==> src/hdl/air_quality_zone_voter_unit_macros.svh <==
// Assertion macros shared by the air quality zone voter modules.
`ifndef AIR_QUALITY_ZONE_VOTER_UNIT_MACROS_SVH
`define AIR_QUALITY_ZONE_VOTER_UNIT_MACROS_SVH

// Same-cycle implication, checked at every rising clock edge out of reset.
`define AQZV_ASSERT_NOW(label, clk, rst, ante, cons) \
   label: assert property (@(posedge clk) disable iff (rst) (ante) |-> (cons)) \
      else $error("%m: same-cycle check failed");

// Next-cycle implication, checked at every rising clock edge out of reset.
`define AQZV_ASSERT_NEXT(label, clk, rst, ante, cons) \
   label: assert property (@(posedge clk) disable iff (rst) (ante) |=> (cons)) \
      else $error("%m: next-cycle check failed");

`endif

==> src/hdl/aqzv_pkg.sv <==
// Types, codes and constants of the air quality zone voter.
package aqzv_pkg;

   localparam int unsigned READING_W = 16;
   localparam int unsigned CNT_W     = 8;
   localparam int unsigned CSR_IDX_W = 4;

   // Votes a zone's counter must reach before it reports its color (1 to 255).
   localparam int unsigned VOTES = 3;
   localparam logic [CNT_W-1:0] VOTE_LIMIT = CNT_W'(VOTES);
   localparam logic [CNT_W-1:0] CNT_MAX    = {CNT_W{1'b1}};

   typedef logic [1:0] color_type;
   localparam color_type COLOR_NONE   = 2'd0;
   localparam color_type COLOR_GREEN  = 2'd1;
   localparam color_type COLOR_ORANGE = 2'd2;
   localparam color_type COLOR_RED    = 2'd3;

   typedef logic [1:0] buzz_type;
   localparam buzz_type BUZZ_NONE  = 2'd0;
   localparam buzz_type BUZZ_START = 2'd1;
   localparam buzz_type BUZZ_STOP  = 2'd2;

   localparam logic CMD_GAS = 1'b0;
   localparam logic CMD_PM  = 1'b1;

   typedef logic [CSR_IDX_W-1:0] csr_idx_type;
   localparam csr_idx_type REG_CO2_WARN         = 4'd0;
   localparam csr_idx_type REG_CO2_DANGER       = 4'd1;
   localparam csr_idx_type REG_TVOC_WARN        = 4'd2;
   localparam csr_idx_type REG_TVOC_DANGER      = 4'd3;
   localparam csr_idx_type REG_FINE_PM_WARN     = 4'd4;
   localparam csr_idx_type REG_FINE_PM_DANGER   = 4'd5;
   localparam csr_idx_type REG_COARSE_PM_WARN   = 4'd6;
   localparam csr_idx_type REG_COARSE_PM_DANGER = 4'd7;

   typedef logic [READING_W-1:0] reading_type;

   typedef struct packed {
      reading_type warn;
      reading_type danger;
   } zone_level_type;

   typedef struct packed {
      zone_level_type co2;
      zone_level_type tvoc;
      zone_level_type fine_pm;
      zone_level_type coarse_pm;
   } level_set_type;

endpackage

==> src/hdl/aqzv_csr.sv <==
// Level registers of the air quality zone voter, written over the csr channel.
module aqzv_csr
   import aqzv_pkg::*;
(
   input  logic          clock,
   input  logic          reset,
   input  logic          csr_valid,
   output logic          csr_ready,
   input  csr_idx_type   csr_index,
   input  reading_type   csr_data,
   output level_set_type levels
);

   level_set_type levels_ff;
   level_set_type levels_in;

   assign csr_ready = 1'b1;
   assign levels    = levels_ff;

   always_comb begin
      levels_in = levels_ff;
      if (csr_valid) begin
         case (csr_index)
            REG_CO2_WARN:         levels_in.co2.warn         = csr_data;
            REG_CO2_DANGER:       levels_in.co2.danger       = csr_data;
            REG_TVOC_WARN:        levels_in.tvoc.warn        = csr_data;
            REG_TVOC_DANGER:      levels_in.tvoc.danger      = csr_data;
            REG_FINE_PM_WARN:     levels_in.fine_pm.warn     = csr_data;
            REG_FINE_PM_DANGER:   levels_in.fine_pm.danger   = csr_data;
            REG_COARSE_PM_WARN:   levels_in.coarse_pm.warn   = csr_data;
            REG_COARSE_PM_DANGER: levels_in.coarse_pm.danger = csr_data;
            default:              levels_in = levels_ff;
         endcase
      end
   end

   always_ff @(posedge clock) begin
      if (reset) begin
         levels_ff <= '0;
      end else begin
         levels_ff <= levels_in;
      end
   end

endmodule

==> src/hdl/aqzv_channel.sv <==
// Zone classifier and danger/warning/normal vote counters of one channel.
`include "air_quality_zone_voter_unit_macros.svh"
module aqzv_channel
   import aqzv_pkg::*;
(
   input  logic           clock,
   input  logic           reset,
   input  logic           sample_en,
   input  reading_type    reading,
   input  zone_level_type level,
   output color_type      color
);

   logic [CNT_W-1:0] danger_ff, warn_ff, normal_ff;
   logic [CNT_W-1:0] danger_in, warn_in, normal_in;
   logic [CNT_W-1:0] mine, mine_inc;
   logic             in_danger, in_warn, report;
   color_type        zone_color;

   function automatic logic [CNT_W-1:0] dec_floor(input logic [CNT_W-1:0] v);
      return (v != '0) ? v - CNT_W'(1) : '0;
   endfunction

   always_comb begin
      in_danger = reading >= level.danger;
      in_warn   = !in_danger && (reading >= level.warn);
      if (in_danger) begin
         mine       = danger_ff;
         zone_color = COLOR_RED;
      end else if (in_warn) begin
         mine       = warn_ff;
         zone_color = COLOR_ORANGE;
      end else begin
         mine       = normal_ff;
         zone_color = COLOR_GREEN;
      end
      mine_inc = (mine == CNT_MAX) ? mine : mine + CNT_W'(1);
      report   = mine_inc >= VOTE_LIMIT;
      color    = report ? zone_color : COLOR_NONE;

      // bump the zone's counter, clear it on a report; decay the other two
      danger_in = in_danger ? (report ? '0 : mine_inc) : dec_floor(danger_ff);
      warn_in   = in_warn ? (report ? '0 : mine_inc) : dec_floor(warn_ff);
      normal_in = (!in_danger && !in_warn) ? (report ? '0 : mine_inc)
                                           : dec_floor(normal_ff);
   end

   always_ff @(posedge clock) begin
      if (reset) begin
         danger_ff <= '0;
         warn_ff   <= '0;
         normal_ff <= '0;
      end else if (sample_en) begin
         danger_ff <= danger_in;
         warn_ff   <= warn_in;
         normal_ff <= normal_in;
      end
   end

   `AQZV_ASSERT_NOW(a_counts_below_limit, clock, reset, 1'b1,
      (danger_ff < VOTE_LIMIT) && (warn_ff < VOTE_LIMIT) && (normal_ff < VOTE_LIMIT))
   `AQZV_ASSERT_NEXT(a_danger_report_clears, clock, reset, sample_en && report && in_danger,
      danger_ff == '0)
   `AQZV_ASSERT_NEXT(a_silent_vote_counts, clock, reset, sample_en && !report,
      (danger_ff | warn_ff | normal_ff) != '0)

endmodule

==> src/hdl/air_quality_zone_voter_unit.sv <==
// Air quality zone voter: per-channel zone votes, LED colors and buzzer control.
//
// Usage:
//   req_* carries one measurement round: command selects a gas round (CO2,
//   TVOC) or a particulate round (PM1, PM2.5, PM10). The item is taken at a
//   clock edge where req_valid is high and req_stall is low.
//   rsp_* returns one result per round: three LED color updates and the last
//   buzzer command of the round, taken where rsp_valid is high and rsp_stall
//   is low.
//   csr_* writes the eight 16-bit zone levels by index; csr_ready is always
//   high and writes to indexes above seven are dropped. Write levels only
//   while no round is in flight.
// Timing:
//   A round lands in an input register, is voted there and moves on to the
//   result register that drives rsp_*. One round is taken every cycle while
//   rsp_stall does not hold the result; the rate is set by the single counter
//   update per channel between the input and result registers.
// Reset clears the levels and all vote counters and arms the buzzer. While
//   rsp_stall is high the result holds, one more round waits in the input
//   register, and req_stall rises once that register is full.
`include "air_quality_zone_voter_unit_macros.svh"
module air_quality_zone_voter_unit
   import aqzv_pkg::*;
(
   input  logic        clock,
   input  logic        reset,
   input  logic        req_valid,
   output logic        req_stall,
   input  logic        req_command,
   input  reading_type req_co2_reading,
   input  reading_type req_tvoc_reading,
   input  reading_type req_pm1_reading,
   input  reading_type req_pm25_reading,
   input  reading_type req_pm10_reading,
   input  logic        req_sound_enabled,
   output logic        rsp_valid,
   input  logic        rsp_stall,
   output color_type   rsp_co2_color,
   output color_type   rsp_tvoc_color,
   output color_type   rsp_pm_color,
   output buzz_type    rsp_buzzer_action,
   input  logic        csr_valid,
   output logic        csr_ready,
   input  csr_idx_type csr_index,
   input  reading_type csr_data
);

   typedef struct packed {
      logic     armed;
      buzz_type action;
   } buzz_state_type;

   level_set_type  levels;

   logic           a_valid_ff, a_valid_in;
   logic           cmd_ff, sound_ff;
   reading_type    co2_ff, tvoc_ff, pm1_ff, pm25_ff, pm10_ff;
   logic           b_valid_ff, b_valid_in;
   color_type      co2_color_ff, tvoc_color_ff, pm_color_ff;
   buzz_type       action_ff;
   logic           armed_ff;

   logic           accept, b_open, advance, gas_en, pm_en;
   color_type      co2_c, tvoc_c, pm1_c, pm25_c, pm10_c;
   color_type      co2_out, tvoc_out, pm_out, pm_max;
   buzz_state_type buzz_mid, buzz_end;

   // Apply one reported color to the buzzer; keep the last command issued.
   function automatic buzz_state_type buzz_step(input color_type c, input logic snd,
                                                input buzz_state_type cur);
      buzz_state_type nxt;
      nxt = cur;
      if (c != COLOR_NONE) begin
         if (c == COLOR_RED && snd) begin
            if (cur.armed) begin
               nxt.armed  = 1'b0;
               nxt.action = BUZZ_START;
            end
         end else begin
            nxt.armed  = 1'b1;
            nxt.action = BUZZ_STOP;
         end
      end
      return nxt;
   endfunction

   aqzv_csr u_csr (
      .clock     (clock),
      .reset     (reset),
      .csr_valid (csr_valid),
      .csr_ready (csr_ready),
      .csr_index (csr_index),
      .csr_data  (csr_data),
      .levels    (levels)
   );

   assign b_open    = !b_valid_ff || !rsp_stall;
   assign advance   = a_valid_ff && b_open;
   assign req_stall = a_valid_ff && !b_open;
   assign accept    = req_valid && !req_stall;
   assign gas_en    = advance && (cmd_ff == CMD_GAS);
   assign pm_en     = advance && (cmd_ff == CMD_PM);

   aqzv_channel u_ch_co2 (
      .clock (clock), .reset (reset), .sample_en (gas_en),
      .reading (co2_ff), .level (levels.co2), .color (co2_c)
   );
   aqzv_channel u_ch_tvoc (
      .clock (clock), .reset (reset), .sample_en (gas_en),
      .reading (tvoc_ff), .level (levels.tvoc), .color (tvoc_c)
   );
   aqzv_channel u_ch_pm1 (
      .clock (clock), .reset (reset), .sample_en (pm_en),
      .reading (pm1_ff), .level (levels.fine_pm), .color (pm1_c)
   );
   aqzv_channel u_ch_pm25 (
      .clock (clock), .reset (reset), .sample_en (pm_en),
      .reading (pm25_ff), .level (levels.fine_pm), .color (pm25_c)
   );
   aqzv_channel u_ch_pm10 (
      .clock (clock), .reset (reset), .sample_en (pm_en),
      .reading (pm10_ff), .level (levels.coarse_pm), .color (pm10_c)
   );

   always_comb begin
      // color codes rise with priority, so the combined color is the largest
      pm_max   = (pm1_c > pm25_c) ? pm1_c : pm25_c;
      pm_max   = (pm10_c > pm_max) ? pm10_c : pm_max;
      co2_out  = (cmd_ff == CMD_GAS) ? co2_c : COLOR_NONE;
      tvoc_out = (cmd_ff == CMD_GAS) ? tvoc_c : COLOR_NONE;
      pm_out   = (cmd_ff == CMD_PM) ? pm_max : COLOR_NONE;
      buzz_mid = buzz_step((cmd_ff == CMD_GAS) ? co2_out : pm_out, sound_ff,
                           '{armed: armed_ff, action: BUZZ_NONE});
      buzz_end = buzz_step(tvoc_out, sound_ff, buzz_mid);
   end

   assign a_valid_in = accept || (a_valid_ff && !b_open);
   assign b_valid_in = advance || (b_valid_ff && rsp_stall);

   always_ff @(posedge clock) begin
      if (reset) begin
         a_valid_ff <= 1'b0;
         b_valid_ff <= 1'b0;
         armed_ff   <= 1'b1;
      end else begin
         a_valid_ff <= a_valid_in;
         b_valid_ff <= b_valid_in;
         if (advance) begin
            armed_ff <= buzz_end.armed;
         end
      end
   end

   always_ff @(posedge clock) begin
      if (accept) begin
         cmd_ff   <= req_command;
         co2_ff   <= req_co2_reading;
         tvoc_ff  <= req_tvoc_reading;
         pm1_ff   <= req_pm1_reading;
         pm25_ff  <= req_pm25_reading;
         pm10_ff  <= req_pm10_reading;
         sound_ff <= req_sound_enabled;
      end
      if (advance) begin
         co2_color_ff  <= co2_out;
         tvoc_color_ff <= tvoc_out;
         pm_color_ff   <= pm_out;
         action_ff     <= buzz_end.action;
      end
   end

   assign rsp_valid         = b_valid_ff;
   assign rsp_co2_color     = co2_color_ff;
   assign rsp_tvoc_color    = tvoc_color_ff;
   assign rsp_pm_color      = pm_color_ff;
   assign rsp_buzzer_action = action_ff;

   `AQZV_ASSERT_NOW(a_round_kind_exclusive, clock, reset,
      rsp_valid && (rsp_pm_color != COLOR_NONE),
      (rsp_co2_color == COLOR_NONE) && (rsp_tvoc_color == COLOR_NONE))
   `AQZV_ASSERT_NOW(a_start_needs_red, clock, reset,
      rsp_valid && (rsp_buzzer_action == BUZZ_START),
      (rsp_co2_color == COLOR_RED) || (rsp_tvoc_color == COLOR_RED) ||
      (rsp_pm_color == COLOR_RED))
   `AQZV_ASSERT_NEXT(a_stop_rearms, clock, reset,
      advance && (buzz_end.action == BUZZ_STOP) && (tvoc_out != COLOR_RED ||
      !sound_ff), armed_ff)
   `AQZV_ASSERT_NOW(a_stall_only_when_full, clock, reset, req_stall,
      a_valid_ff && b_valid_ff && rsp_stall)

endmodule

==> config.mk <==
export PLATFORM = sky130hd
export DESIGN_NAME = air_quality_zone_voter_unit
export DESIGN_NICKNAME = d
export VERILOG_FILES = /design/src/hdl/aqzv_pkg.sv /design/src/hdl/aqzv_csr.sv /design/src/hdl/aqzv_channel.sv /design/src/hdl/air_quality_zone_voter_unit.sv
export VERILOG_INCLUDE_DIRS = /design/src /design/src/hdl
export SDC_FILE = /design/constraint.sdc
export NUM_CORES = 1
export LEC_CHECK = 0
export ABC_AREA = 1
export BUFFER_PORTS_ARGS = -buffer_cell sky130_fd_sc_hd__buf_2
export CAP_MARGIN = 20
export CORE_MARGIN = 2
export CORE_UTILIZATION = 45
export CTS_CLUSTER_DIAMETER = 40
export DETAILED_ROUTE_END_ITERATION = 7
export PLACE_DENSITY_LB_ADDON = 0.15
export SKIP_LAST_GASP = 1
export SYNTH_ARGS = -nofsm -noshare
export SYNTH_HDL_FRONTEND = slang
export SYNTH_SLANG_ARGS = --single-unit
==> constraint.sdc <==
create_clock -name clock -period 5.9 [get_ports clock]
set_clock_uncertainty 0.15 [all_clocks]
set_input_delay 0.885 -clock clock [delete_from_list [all_inputs] [get_ports clock]]
set_output_delay 0.885 -clock clock [all_outputs]
set_load 0.05 [all_outputs]
==> flow_summary.toml, run 1 <==
[logic_synthesis]
ys_ff_latch = 341
synth_top_family_by_area = "simple AND/OR/NAND/NOR gates"
synth_edf_count = 90
synthMuxAreaShare_pct = 0
ys_warn_count = 0
synth-adder-area-share_pct = 11.6
synthCells = 2626
synthFlopType = "dfxtp_1"
yosysMostFrequentCell = "nand2_1"
synth_xor_area_share_pct = 2.41
ys_types = 54
ys_top_cells_by_area = "dfxtp_1 (25%), edfxtp_1 (14%), ha_1 (12%), nand2_1 (9.5%), a21oi_1 (6.9%)"
synth.yosys.seq_area_share_pct = 38.6
synth_nets = 2919
synth_area_per_cell_sq_um = 7.61
async_flop_share_pct = 0
synthSimpleGateAreaFrac_pct = 23.6
yosysTopAreaCell = "dfxtp_1"
netlist_area_sq_mm = 0.0200
synth_compound_area_share_pct = 14.9
yosys-top-cells-count = "nand2_1 (504), inv_1 (358), a21oi_1 (274)"
synth_top_area_share_pct = 25.1

[clock_tree]
ctsHoldBuffers = 0
htreeDepth = 2
clkTransAtPathRegs_ns = 0.06
cts_tree = "built"
clock_tree.root_cell = "clkbuf_16"
clock-sinks = 341
cts_buffers = 58
clk_path_buf_depth = 3
insertion_delay_ns = 0.62

[critical_path]
slowest_delay_ns = 0.41
path_max_fanout = 9
slowest_stage = "edfxtp_1"
crit_arrival_ns = 5.58
crit_buf_inv = 5
crit_type = "reg2reg"
end_kind = "flop"
critPathRequiredTime_ns = 6.13
crit_top_cell = "nand2_1"
critical-path-top-delay-family = "simple AND/OR/NAND/NOR gates"
start_kind = "flop"

[global_route]
grt.total_usage_pct = 22.1
grt_pass1_vias = 16984
grt_max_degree = 121
overflow = 0
antenna_found_initial = 6
grt_pass1_wl_microns = 83800

[floorplan]
die-width_microns = 215
core_region_area_sq_mm = 0.0440
die_area_sq_mm = 0.0461
pin_count = 118
start_util_pct = 45.4
num_rows = 77
chipHeight_microns = 215

[sta]
finalSetupViolations = 0
slew_violations = 0
fmax_mhz = 187
layout_min_cycle_time_ns = 5.36
fin_crit_sh_pct = 90.8
tns_ns = 0
rsz0062_at_grt = "false"
hold_viol = 0
tightest_slew_ns = 1.06
relSlewSlack_pct = 29.3

[route]
ant_nets = 0
drt_iter0_drc = 956
post_drt_wl_per_cell_microns = 14.9
dr_total_vias = 17381
routed_wl_microns = 50400
first_pass_iters = 8
drc_errors = 0
viasPerCell = 5.13

[placed_design]
routabilityCongestion = 0.866
placed_cell_area_sq_mm = 0.0211
place_hpwl_microns = 35900
port_buffers = 116

[pwr]
powerDensity_mw_per_mm2 = 309
vdd_drop_max_mv = 0.346
p_leak_nw = 9.76

[final_layout]
nNetsFinal = 3036
n_antenna_cell = 0
final_layout_size_suffix_gt1_share_pct = 12.5
postLayoutCellArea_sq_mm = 0.0231
area_growth_syn_to_layout_pct = 15.6
finish.utilization_pct = 52.5

[min_path]
hold_class = "in2reg"

[flow_run]
maxCapViolCount = 0

[run_status]
status = "completed"
layout make-up:
class	count	area, sq um
tap	592	741
clock buffer	67	1540
sequential	341	7730
multi-input combinational	1834	10500
inverter	374	1410
clock inverter	43	434
fill	4255	20900
timing repair buffer	134	731
flip-flops by register name, indices dropped and copies added (netlist names), 16 cells and up:
| name | count |
|---|---|
| pm1_ff | 16 |
| pm25_ff | 16 |
| pm10_ff | 16 |
| u_csr.levels | 128 |
| co2_ff | 16 |
| tvoc_ff | 16 |
what timing repair did:
item / in CTS / in global routing
endpoints found under the setup margin: 0 / 2
setup buffers: 0 / 5
resized for setup: 0 / 4
worst reg2reg max path, delay by kind of cell, from the launching register on:
family	cells	cell delay, ns
AND/OR/NAND/NOR	26	2.47
adder cells (fa/ha/maj)	4	1.04
AO/OA/AOI/OAI	4	0.71
flip-flops	1	0.41
buffers and inverters	5	0.33
metal layers:
layer  track usage, %  part of all wire, %  vias to the layer above
met1             29.1                   47                     8013
met3             2.97                  4.3                       73
met4             7.38                  2.4                        0
li1                 -                    -                     8969
met2             37.2                   46                      326
met5                0                    0                        -
path summary, 6_finish.rpt:
path	end	slack (ns)	start	cells after the start
worst max-delay path	rsp_buzzer_action[0]	0.54	pm1_ff[7]	39
worst min-delay path	tvoc_ff[15]	0.29	req_tvoc_reading[15]	1
worst max register to register	rsp_buzzer_action[0]	0.54	pm1_ff[7]	39
worst min register to register	u_csr.levels[112]	0.31	u_csr.levels[112]	2
placed cells by master, fill, tap and decap left out, types with 90 or more instances in the layout:
cell and count:
nor2_1 211, a21oi_1 274, ha_1 186, nand2_1 503, buf_2 116, inv_1 356
nand3_1 152, dfxtp_1 251, o21ai_0 185, edfxtp_1 90
per-stage QoR:
stage                     power, W  cells  hold slack (ns)  worst slack (ns)
after floorplan            0.00351   2626            0.278              1.22
after global placement     0.00379   3268            0.296             0.607
after detailed placement   0.00381   3268            0.303             0.448
after CTS                  0.00721   3378            0.253             0.407
after global routing       0.00752   3385            0.260            0.0459
final                      0.00714   3385            0.286             0.542
cell families after synthesis:
family | after synthesis
buffers and inverters | 451
xor gates and xnor gates | 55
and+or+nand+nor | 1043
AOI/OAI and AO/OA | 549
adders and majority gates | 186
DFF | 341
other | 1
report_power, final:
group | total, W | leakage [nW] | switching [W] | internal (W)
logic | 0.00120 | 5.89 | 0.000782 | 0.000417
registers | 0.00258 | 2.91 | 0.0000676 | 0.00251
clock network | 0.00336 | 0.960 | 0.00129 | 0.00208
Note: power is estimated with default switching activity, not from simulation.
==> run 2, diff against run 1 <==
Settings changed: CTS_BUF_LIST set to sky130_fd_sc_hd__clkbuf_8.
==> run 2 against run 1 <==
Against the previous run:
- clock-buffer cell count grew 13
- power shrank 6.4%
- setup slack gained 0.013 ns
- sequential power is essentially flat
- wire length grew 0.33%
- clock power shrank 13%
- via count grew 0.53%
- critical endpoint unchanged
==> flow_summary.toml, run 2 (synthesized netlist as in run 1, its figures left out) <==
[run_status]
status = "completed"

[critical_path]
crit_buf_inv = 5
slowest_delay_ns = 0.41
start_kind = "flop"
slowest_stage = "edfxtp_1"
path_max_fanout = 12
crit_type = "reg2reg"
critical-path-top-delay-family = "simple AND/OR/NAND/NOR gates"
crit_arrival_ns = 5.62
end_kind = "flop"
crit_top_cell = "nand2_1"
critPathRequiredTime_ns = 6.17

[route]
dr_total_vias = 17473
drt_iter0_drc = 979
routed_wl_microns = 50600
drc_errors = 0
viasPerCell = 5.12
ant_nets = 0
post_drt_wl_per_cell_microns = 14.8
first_pass_iters = 5

[sta]
relSlewSlack_pct = 28.4
finalSetupViolations = 0
fin_crit_sh_pct = 90.6
tns_ns = 0
fmax_mhz = 187
rsz0062_at_grt = "false"
tightest_slew_ns = 1.07
layout_min_cycle_time_ns = 5.35
hold_viol = 0
slew_violations = 0

[flow_run]
maxCapViolCount = 0

[pwr]
intPower_w = 0.00468
finalPower_w = 0.00668
pwr-share-clk_pct = 43.5
switching_share_pct = 30.0
powerDensity_mw_per_mm2 = 293
p_leak_nw = 9.69
vdd_drop_max_mv = 0.261
netSwitchingPower_w = 0.00200
pwr-share-comb_pct = 17.9
pwr-share-seq_pct = 38.6

[global_route]
overflow = 0
grt_pass1_vias = 16963
antenna_found_initial = 7
grt_max_degree = 121
grt_pass1_wl_microns = 83700
grt.total_usage_pct = 22.2

[clock_tree]
insertion_delay_ns = 0.66
clock-sinks = 341
clk_path_buf_depth = 3
cts_tree = "built"
ctsHoldBuffers = 0
clkTransAtPathRegs_ns = 0.06
cts_buffers = 72
clock_tree.root_cell = "clkbuf_8"
htreeDepth = 3

[final_layout]
final_common_cell = "nand2_1"
nNetsFinal = 3049
finish.utilization_pct = 51.8
final_layout_size_suffix_gt1_share_pct = 12.6
mostFrequentLayoutCells = "nand2_1 (503), inv_1 (373), a21oi_1 (274)"
largest_register_ffs = 128
area_growth_syn_to_layout_pct = 14.0
fillers = 4312

[placed_design]
port_buffers = 116
routabilityCongestion = 0.866
place_hpwl_microns = 35900

[floorplan]
chipHeight_microns = 215
num_rows = 77
start_util_pct = 45.4
die-width_microns = 215
pin_count = 118
core_region_area_sq_mm = 0.0440
die_area_sq_mm = 0.0461

[min_path]
hold_class = "in2reg"
-- run 2: final timing paths --
kind              cells after the start  slack [ns]               start                    to
hold reg to reg                       2        0.31   u_csr.levels[123]     u_csr.levels[123]
setup / recovery                     39        0.55           pm1_ff[3]  rsp_buzzer_action[0]
hold / removal                        1        0.24  req_pm1_reading[0]             pm1_ff[0]
setup reg to reg                     39        0.55           pm1_ff[3]  rsp_buzzer_action[0]
-- run 2: timing repair --
item / in CTS / in global routing
endpoints found under the setup margin: 0 / 2
setup buffers: 0 / 5
resized for setup: 0 / 3
endpoints found under the hold margin: 0 / 0
-- run 2: stage by stage --
| stage | cells | setup WS (ns) | hold slack (ns) | instance area, sq um |
|---|---|---|---|---|
| floorplan | 2626 | 1.22 | 0.278 | 20000 |
| global placement | 3268 | 0.607 | 0.296 | 21100 |
| detailed placement | 3268 | 0.448 | 0.303 | 21100 |
| CTS | 3400 | 0.443 | 0.184 | 22700 |
| global route | 3407 | 0.0267 | 0.194 | 22800 |
| finish | 3410 | 0.554 | 0.242 | 22800 |
-- run 2: area by class of cell --
type / count / area, sq um / area share, %
multi-input combinational: 1834 / 10500 / 46.2
clock inverter: 52 / 567 / 2.49
timing repair buffer: 133 / 716 / 3.14
tap: 592 / 741 / 3.25
sequential: 341 / 7730 / 33.9
inverter: 374 / 1410 / 6.18
clock buffer: 80 / 1100 / 4.83
antenna: 4 / 10.0 / 0.0439
-- run 2: metal layers --
layer	up-vias	track usage (%)	wire length, microns
met3	108	4.43	2480
met4	0	8.84	1590
met1	8034	28.8	23600
li1	9005	-	-
met5	-	0	0
met2	326	36.2	22900
-- run 2: power by group through the flow --
stage | clock (W) | combinational (W) | sequential [W]
6_report | 0.00291 | 0.00120 | 0.00258
5_1_grt | 0.00311 | 0.00137 | 0.00259
4_1_cts | 0.00299 | 0.00119 | 0.00258
3_5_place_dp | 0 | 0.00118 | 0.00263
3_3_place_gp | 0 | 0.00116 | 0.00263
2_1_floorplan | 0 | 0.000881 | 0.00263
==> run 3, diff against run 2 <==
Settings changed: CORE_MARGIN 2 to not set, CTS_BUF_LIST sky130_fd_sc_hd__clkbuf_8 to not set.
==> run 3 against run 2 <==
Against the previous run:
- cell area is 2.8% higher
- global-route usage up 0.55 points
- first-iteration DRC count decreased by 3.0%
- setup slack lost 0.086 ns
- maximum frequency decreased by 1.6%
- largest power group unchanged
- worst hold slack improved by 0.065 ns
- non-clock buffer count is 3 lower
- clock-buffer cell count unchanged
==> flow_summary.toml, run 3 (synthesized netlist as in run 1, its figures left out) <==
[floorplan]
core_region_area_sq_mm = 0.0435
chipHeight_microns = 213
die_area_sq_mm = 0.0453
pin_count = 118
start_util_pct = 46.0
num_rows = 76
die-width_microns = 213

[min_path]
whs_path_depth = 2
hp-start = "u_csr.levels[64]"
hold_class = "reg2reg"
whs_endpoint = "u_csr.levels[64]"

[sta]
fin_crit_sh_pct = 92.1
layout_setup_ws_ns = 0.468
hold_slack_ns = 0.306
tightest_slew_ns = 1.05
hold_viol = 0
fmax_mhz = 184
tns_ns = 0
layout_min_cycle_time_ns = 5.43
slew_violations = 0
rsz0062_at_grt = "false"
relSlewSlack_pct = 29.6
finalSetupViolations = 0

[critical_path]
setup.worst_path.start = "pm25_ff[15]"
rrSetupSlack_ns = 0.47
path_max_fanout = 9
slowest_stage = "nor4_2"
crit_arrival_ns = 5.63
slowest_delay_ns = 0.44
worstReg2RegEnd = "rsp_buzzer_action[0]"
r2r_cells = 35
crit_type = "reg2reg"
critPathRequiredTime_ns = 6.10
crit_top_cell = "nand2_1"
r2r-start = "pm25_ff[15]"
start_kind = "flop"
end_kind = "flop"

[route]
post_drt_wl_per_cell_microns = 14.9
ant_nets = 0
drt_iter0_drc = 950
first_pass_iters = 5
routed_wl_microns = 50600
dr_total_vias = 17457
drc_errors = 0
viasPerCell = 5.16

[final_layout]
largest_register_ffs = 128
fillers = 4209
nNetsFinal = 3040
n_antenna_cell = 0
final_layout_size_suffix_gt1_share_pct = 12.7
mostFrequentLayoutCells = "nand2_1 (503), inv_1 (355), a21oi_1 (274)"
final_common_cell = "nand2_1"
area_growth_syn_to_layout_pct = 17.2

[clock_tree]
cts_tree = "built"
ctsHoldBuffers = 0
clock_tree.root_cell = "clkbuf_16"
htreeDepth = 3
clk_path_buf_depth = 3
clock-sinks = 341
cts_buffers = 66
clkTransAtPathRegs_ns = 0.05
insertion_delay_ns = 0.59

[placed_design]
pre_cts_ws_ns = 0.437
port_buffers = 116
routabilityCongestion = 0.892
place_hpwl_microns = 36000

[pwr]
p_leak_nw = 9.91
finalPower_w = 0.00773
vdd_drop_max_mv = 0.196
powerDensity_mw_per_mm2 = 330

[global_route]
antenna_found_initial = 5
overflow = 0
grt_pass1_wl_microns = 81700
grt_max_degree = 86
grt_pass1_vias = 16564
grt.total_usage_pct = 22.7

[flow_run]
maxCapViolCount = 0

[run_status]
status = "completed"
## run 3: cell types whose count changed in the layout (fill, tap and decap cells not counted), sizes merged
cell / delta
buf: -3
clkinv: -3
clkinvlp: +3
bufinv: -2
diode: -4
inv: -8
## run 3: worst max path at each step
stage / endpoint / slack [ns] / depth (start not counted)
after floorplan: rsp_buzzer_action[0] / 1.22 / 38
after global placement: rsp_buzzer_action[0] / 0.65 / 39
after detailed placement: rsp_buzzer_action[0] / 0.44 / 39
after CTS: rsp_buzzer_action[0] / 0.44 / 39
after global routing: rsp_buzzer_action[0] / 0.003 / 36
final: rsp_buzzer_action[0] / 0.47 / 35
## run 3: area by class of cell
type | count | area [sq um] | share of cell area [%]
Tap cell | 585 | 732 | 3.12
Sequential cell | 341 | 7730 | 33.0
Inverter | 374 | 1410 | 6.01
Timing Repair Buffer | 130 | 693 | 2.96
Multi-Input combinational cell | 1834 | 10500 | 44.9
Clock inverter | 42 | 537 | 2.29
Clock buffer | 80 | 1820 | 7.75
## run 3: layer usage
layer / global-route usage, % / routed length, microns
met3: 4.44 / 2280
met5: 0 / 0
met1: 29.1 / 23500
met4: 8.11 / 1340
met2: 37.9 / 23400
## run 3: repair_timing
action | in CTS | in global routing
endpoints found under the hold margin | 0 | 0
buffers inserted | 0 | 3
gates resized for setup | 0 | 4
endpoints found under the setup margin | 0 | 2
## run 3: metrics by stage
| step | cell area [sq um] | util (%) | std cells |
|---|---|---|---|
| 6_report | 23400 | 53.9 | 3386 |
| 5_1_grt | 23400 | 53.9 | 3386 |
| 4_1_cts | 23400 | 53.8 | 3382 |
| 3_5_place_dp | 21000 | 48.4 | 3260 |
| 3_3_place_gp | 21000 | 48.4 | 3260 |
| 2_1_floorplan | 20000 | - | 2626 |
## run 3: where the power goes
part	total [W]	internal, W	switching [W]
combinational	0.00120	0.000414	0.000783
sequential	0.00258	0.00252	0.0000673
clock	0.00395	0.00262	0.00133
total	0.00773	0.00555	0.00218
## run 3: critical path, delay by kind of cell (launching register included)
kind                     cells  cell delay (ns)
adder cells (fa/ha/maj)      4             1.08
AO/OA/AOI/OAI                4             0.58
AND/OR/NAND/NOR             23             2.64
buffers and inverters        4             0.31
flip-flops                   1             0.39
